--- src/q2e_pkg.sv ---
package q2e_pkg;

  localparam int COMPONENT_WIDTH_DEF = 16;
  localparam int ANGLE_WIDTH_DEF     = 16;
  localparam int CORDIC_STAGES_DEF   = 16;

  // Square root steps over a radicand below or at 2^60: bit 2^60 down to 2^0
  localparam int SQRT_STEPS = 31;

  // Datapath width of the vectoring unit and of the square root
  localparam int DW = 64;

  // Arctangent of 2^-i, 32-bit binary angle with 2^31 equal to pi
  function automatic logic [31:0] atan_entry(input logic [4:0] i);
    logic [31:0] r;
    case (i)
      5'd0:    r = 32'h20000000;
      5'd1:    r = 32'h12E4051E;
      5'd2:    r = 32'h09FB385B;
      5'd3:    r = 32'h051111D4;
      5'd4:    r = 32'h028B0D43;
      5'd5:    r = 32'h0145D7E1;
      5'd6:    r = 32'h00A2F61E;
      5'd7:    r = 32'h00517C55;
      5'd8:    r = 32'h0028BE53;
      5'd9:    r = 32'h00145F2F;
      5'd10:   r = 32'h000A2F98;
      5'd11:   r = 32'h000517CC;
      5'd12:   r = 32'h00028BE6;
      5'd13:   r = 32'h000145F3;
      5'd14:   r = 32'h0000A2FA;
      5'd15:   r = 32'h0000517D;
      5'd16:   r = 32'h000028BE;
      5'd17:   r = 32'h0000145F;
      5'd18:   r = 32'h00000A30;
      5'd19:   r = 32'h00000518;
      5'd20:   r = 32'h0000028C;
      5'd21:   r = 32'h00000146;
      5'd22:   r = 32'h000000A3;
      5'd23:   r = 32'h00000051;
      5'd24:   r = 32'h00000029;
      5'd25:   r = 32'h00000014;
      5'd26:   r = 32'h0000000A;
      5'd27:   r = 32'h00000005;
      5'd28:   r = 32'h00000003;
      5'd29:   r = 32'h00000001;
      5'd30:   r = 32'h00000001;
      default: r = 32'h00000000;
    endcase
    return r;
  endfunction

endpackage

--- src/q2e_sqrt.sv ---
module q2e_sqrt
  import q2e_pkg::*;
(
  input  logic                 clk,
  input  logic                 rst,
  input  logic                 in_valid,
  input  logic        [DW-1:0] in_rad,
  input  logic signed [31:0]   in_t,
  output logic                 out_valid,
  output logic signed [DW-1:0] out_c,
  output logic signed [DW-1:0] out_t
);

  logic                 vld [SQRT_STEPS+1];
  logic        [DW-1:0] rem [SQRT_STEPS+1];
  logic        [DW-1:0] res [SQRT_STEPS+1];
  logic signed [31:0]   tt  [SQRT_STEPS+1];

  assign vld[0] = in_valid;
  assign rem[0] = in_rad;
  assign res[0] = '0;
  assign tt[0]  = in_t;

  // One restoring step per stage, bit 2^60 downward
  for (genvar k = 0; k < SQRT_STEPS; k++) begin : g_step
    logic [DW-1:0] trial;
    assign trial = res[k] + (64'd1 << (60 - 2 * k));

    always_ff @(posedge clk) begin
      if (rst) begin
        vld[k+1] <= 1'b0;
      end else begin
        vld[k+1] <= vld[k];
      end
      if (rem[k] >= trial) begin
        rem[k+1] <= rem[k] - trial;
        res[k+1] <= (res[k] >> 1) + (64'd1 << (60 - 2 * k));
      end else begin
        rem[k+1] <= rem[k];
        res[k+1] <= res[k] >> 1;
      end
      tt[k+1] <= tt[k];
    end
  end

  assign out_valid = vld[SQRT_STEPS];
  assign out_c     = signed'({33'd0, res[SQRT_STEPS][30:0]});
  assign out_t     = DW'(tt[SQRT_STEPS]);

endmodule

--- config.mk ---
export PLATFORM = sky130hd
export DESIGN_NAME = q2e_sqrt
export DESIGN_NICKNAME = d
export VERILOG_FILES = /design/src/q2e_pkg.sv /design/src/q2e_sqrt.sv
export SDC_FILE = /design/constraint.sdc
export NUM_CORES = 2
export LEC_CHECK = 0
export BUFFER_PORTS_ARGS = -buffer_cell sky130_fd_sc_hd__buf_2
export CAP_MARGIN = 15
export CELL_PAD_IN_SITES_DETAIL_PLACEMENT = 1
export CELL_PAD_IN_SITES_GLOBAL_PLACEMENT = 1
export CORE_ASPECT_RATIO = 0.5
export CORE_MARGIN = 2
export CORE_UTILIZATION = 30
export CTS_CLUSTER_SIZE = 40
export DETAILED_ROUTE_END_ITERATION = 6
export GPL_TIMING_DRIVEN = 0
export PLACE_DENSITY = 0.5
export SYNTH_ARGS = -nofsm -noshare
export SYNTH_HDL_FRONTEND = slang
export SYNTH_SLANG_ARGS = --single-unit
--- constraint.sdc ---
create_clock -name clk -period 7.1 [get_ports clk]
set_input_delay 1.065 -clock clk [delete_from_list [all_inputs] [get_ports clk]]
set_output_delay 1.065 -clock clk [all_outputs]
set_load 0.01 [all_outputs]
# Yosys cells after proc, flatten, opt, wreduce, memory -nomap -nowiden
# Cells that the tools add are included.
[classes] n_addsub=90 n_mul=0 n_div=0 order_cmp=31 eq_ne=0 shifts=0 n_mux=61 n_bitwise=0 reduce_logical=0
[ops] cell="two-way mux 64 bit" n=30
[ops] cell="greater-or-equal comparator 64 bit" n=29
[ops] cell="subtractor 64 bit" n=28
[ops] cell="two-way mux 63 bit" n=28
[ops] cell="two-way mux 61 bit" n=2
[ops] cell="adder 63 x 11 -> 64 bit, second input constant" n=1
[ops] cell="adder 63 x 13 -> 64 bit, second input constant" n=1
[ops] cell="adder 63 x 15 -> 64 bit, second input constant" n=1
[ops] cell="adder 63 x 17 -> 64 bit, second input constant" n=1
[ops] cell="adder 63 x 19 -> 64 bit, second input constant" n=1
[ops] cell="adder 63 x 21 -> 64 bit, second input constant" n=1
[ops] cell="adder 63 x 23 -> 64 bit, second input constant" n=1
[ops] cell="adder 63 x 25 -> 64 bit, second input constant" n=1
[ops] cell="adder 63 x 27 -> 64 bit, second input constant" n=1
[ops] cell="adder 63 x 29 -> 64 bit, second input constant" n=1
[ops] cell="adder 63 x 3 -> 64 bit, second input constant" n=1
[ops] cell="adder 63 x 31 -> 64 bit, second input constant" n=1
[ops] cell="adder 63 x 33 -> 64 bit, second input constant" n=1
[ops] cell="adder 63 x 35 -> 64 bit, second input constant" n=1
[ops] cell="adder 63 x 37 -> 64 bit, second input constant" n=1
[ops] cell="adder 63 x 39 -> 64 bit, second input constant" n=1
[ops] cell="adder 63 x 41 -> 64 bit, second input constant" n=1
[ops] cell="adder 63 x 43 -> 64 bit, second input constant" n=1
[ops] cell="adder 63 x 45 -> 64 bit, second input constant" n=1
[ops] cell="other kinds (46)" n=46
[totals] reg_bits=4891 latchBits=0 mem_bits_rw=0 rom_bits=0 input_bits=99 output_inout_bits=129 elab_cells=334 memories=0

# Depth between registers and ports, before layout
[depth] word_depth=3 ltp_mapped=14 ltp_nobuf=12

# Worst setup path before layout
# OpenSTA, ideal clock, no wires.
[synth_path] path_type="flip-flop to flip-flop" startpoint="register res[535] (netlist bit)" endpoint="register rem[480] (netlist bit)" t_arrival_ns=3.344 required_ns=6.979 path_slack_ns=3.635 stages_incl_launch_ff=15 cell_sequence="dfxtp_1 > inv_1 > ha_1 > clkbuf_1 > and4_1 > and4b_1 > a221oi_1 > o21ai_1 > a31o_2 > and2_1 > o21ai_1 > and3b_1 > clkbuf_1 > buf_2 > mux2_2"
[synth_via] elab_chain_len=3
[synth_rtl] element="from (decl)" line_no="q2e_sqrt.sv:16" source="logic [DW-1:0] res [SQRT_STEPS+1];"
[synth_rtl] element="from (signal, indexed assignment)" line_no="q2e_sqrt.sv:37" source="res[k+1] <= (res[k] >> 1) + (64'd1 << (60 - 2 * k));"
[synth_rtl] element="from (signal, indexed assignment)" line_no="q2e_sqrt.sv:40" source="res[k+1] <= res[k] >> 1;"
[synth_rtl] element="adder 64 x 15 -> 64 bit (*)" line_no="q2e_sqrt.sv:27" source="assign trial = res[k] + (64'd1 << (60 - 2 * k));"
[synth_rtl] element="subtractor 64 bit / greater-or-equal comparator 64 bit (equally long branches)" line_no="q2e_sqrt.sv:36, q2e_sqrt.sv:35"
[synth_rtl] element="two-way mux 64 bit (*)" line_no="q2e_sqrt.sv:35" source="if (rem[k] >= trial) begin"
[synth_rtl] element="to (signal, indexed assignment)" line_no="q2e_sqrt.sv:36" source="rem[k+1] <= rem[k] - trial;"
[synth_rtl] element="to (signal, indexed assignment)" line_no="q2e_sqrt.sv:39" source="rem[k+1] <= rem[k];"
[synth_rtl] element="to (decl)" line_no="q2e_sqrt.sv:15" source="logic [DW-1:0] rem [SQRT_STEPS+1];"
# Every way passes the cells marked *; elsewhere a longest branch is shown, timed or not.
# A chain may end at the register's enable or synchronous reset.

# Worst setup path in the final report
[layout_path] startpoint="register res[338] (netlist bit)" endpoint="register rem[319] (netlist bit)"
[layout_via] elab_chain_len=3
[layout_rtl] element="adder 64 x 9 -> 64 bit (*)" line_no="q2e_sqrt.sv:27"
[layout_rtl] element="subtractor 64 bit / greater-or-equal comparator 64 bit (equally long branches)" line_no="q2e_sqrt.sv:36, q2e_sqrt.sv:35"
[layout_rtl] element="two-way mux 64 bit (*)" line_no="q2e_sqrt.sv:35"
# Marks and branches as above.

==> flow_summary.toml <==
[yosys]
synth_cells = 10300
yosysMostFrequentCell = "dfxtp_1"
synth-edff-count = 0
synth.largest_area_cell = "dfxtp_1"
yosysUniqueCellTypes = 88
ys_ff_latch = 3439
yosysSeqAreaShare_pct = 60.7
synthTopCellsByCount = "dfxtp_1, inv_1, nor2_1"
yosys_warnings = 0
synth_ff_type = "dfxtp_1"
syn_avg_cell_area_um2 = 11.0
syn-cell-area_um2 = 113000
async_reset_ff_share_pct = 0
netlist.area_leader.share_pct = 60.7
synth_area_leaders = "dfxtp_1, ha_1, xnor2_1"

[clock_network]
insertion_delay_ps = 920
path_clk_slew_ps = 60
cts-root-buf = "clkbuf_16"
cts_tree = "yes"
h-tree-depth = 5
clock_sinks = 3439
cts_setup_buffers = 0
clockBufferDepth = 4
numCtsBuffers = 323
cts_hold_buf = 0
ctsResizeCount = 0

[setup_path]
crit_arrival_ps = 5580
crit_type = "register to register"
critPathCaptureType = "register"
crit_required_ps = 7850
crit_fanout = 10
start_kind = "register"

[sta]
min_period_over_period_pct = 68.0
fin_crit_ps = 4830
tightest_slew_ps = 1170
finClkSkew_ps = 70.1
slew_viol_final = 0
hold_violations = 0
setup_violations = 0
relSlewSlack_pct = 22.2
tns_ps = 0
rsz0062_at_grt = "false"
fmax_mhz = 207

[die]
die_area_um2 = 383000
initial_core_util_pct = 30.2
coreArea_um2 = 376000
num_rows = 159
io_pins = 228
die_h_um = 439
die_w_um = 873

[global_routing]
grt_use_met2_pct = 25.0
globalRouteMet3Util_pct = 2.14
use_met1_pct = 16.0
grt_start_max_net_pins = 34
antenna_found_initial = 1
gr-usage-all-layers_pct = 13.8
overflow = 0
globalRoute.busiestLayer = "met2"
first_global_vias = 76600
grt_first_pass_wirelength_um = 427000

[status]
status = "complete, no violations"

[final_layout]
n_fill_cell = 41200
final_nets = 11500
instances_no_fill = 16200
drive_above_1_share_pct = 9.37
post-route-util_pct = 35.0
syn_to_final_growth_pct = 16.1

[placed_design]
portBuffers = 194
gp_congestion = 0.803
dp.final_hpwl_um = 210000
numPlacedInstances = 15600

[route]
drc = 0
ant_nets = 0
dr.pass1.iters = 7
drt_iter0_markers = 2168
wl_per_cell_um = 16.6
num_vias = 71000
routed_wl_um = 269000
viasPerCell = 4.39

[power_and_ir_drop]
p_leak_nw = 58.2
power_density_nw_per_um2 = 382
report.power.total_mw = 50.3
vdd_drop_max_uv = 185

[hold_path]
hold_path.class = "input pin to register"

[flow_run]
maxCapViolCount = 0
[area by class of cell]
class / instances / area (µm²) / area share, %
antenna: 9 / 22.5 / 0.0171
buffer: 273 / 1480 / 1.12
clock buffer: 472 / 9610 / 7.30
clock inverter: 105 / 1130 / 0.860
inverter: 677 / 2540 / 1.93
multi-input combinational: 5988 / 40700 / 30.9
sequential: 3439 / 68800 / 52.3
tap: 4991 / 6240 / 4.74
timing repair buffer: 211 / 1080 / 0.821
[sequential cells by signal, indices dropped and copies added (netlist names)]
name and cells:
vld 30, out_c 31, out_t 32, out_valid 1
rem 1920, res 465, tt 960
[worst paths after layout]
path	startpoint	to	slack [ps]	depth (start not counted)
max reg2reg	res[338]	rem[319]	2270	12
max	res[338]	rem[319]	2270	12
min	in_t[18]	tt[978]	240	1
min reg2reg	res[1255]	res[1190]	300	0
[report_power, final]
group,leakage (nW),switching [mW],internal [mW],total [mW]
sequential,28.8,2.51,22.5,25.0
clock,5.27,7.47,10.0,17.5
combinational,24.1,4.29,3.50,7.79
[worst max-delay path, cell delays in order (launching register included)]
cell and delay [ps]:
dfxtp_1 380, inv_1 60, ha_1 330, and2_1 170
nand4_1 260, nor3b_1 460, nor4bb_1 180, nor3_1 440
o31ai_1 320, o21ai_1 940, clkbuf_1 750, nand2_1 150
xnor2_1 270
[layout by cell type, fill, tap and decap left out, drive strengths merged, types with 348 or more instances in the layout]
cell	Yosys	layout
a21oi	562	562
buf	142	349
xnor2	493	493
clkbuf	131	604
ha	525	525
o21ai	370	370
dfxtp	3439	3439
nor2	591	591
nor4	348	348
inv	676	682
nand2	531	531
xor2	393	393
[cell families (layout without fill, tap and decap cells)]
family / after synthesis / after routing / synth area share [%]
XOR/XNOR: 886 / 886 / 6.84
buffers and inverters: 950 / 1738 / 3.55
multiplexers: 108 / 108 / 1.06
other: 1 / 42 / 0.00331
AO/OA/AOI/OAI: 1648 / 1648 / 9.07
AND/OR/NAND/NOR: 2788 / 2788 / 13.0
adder cells (fa/ha/maj): 525 / 525 / 5.79
flip-flops: 3439 / 3439 / 60.7
[per-layer routing]
metal | vias to the layer above | share of wire [%]
li1 | 36700 | -
met1 | 33000 | 43
met2 | 785 | 49
met3 | 594 | 2.9
met4 | 0 | 5.1
met5 | - | 0
[stage by stage]
| stage | instance area (µm²) | hold slack, ps | setup slack [ps] |
|---|---|---|---|
| finish | 132000 | 241 | 2270 |
| global route | 132000 | 143 | 2030 |
| CTS | 132000 | 118 | 2120 |
| detailed placement | 121000 | 313 | 2180 |
| global placement | 121000 | 309 | 1890 |
| floorplan | 114000 | 310 | 3640 |
(Power assumes the default switching activity.)
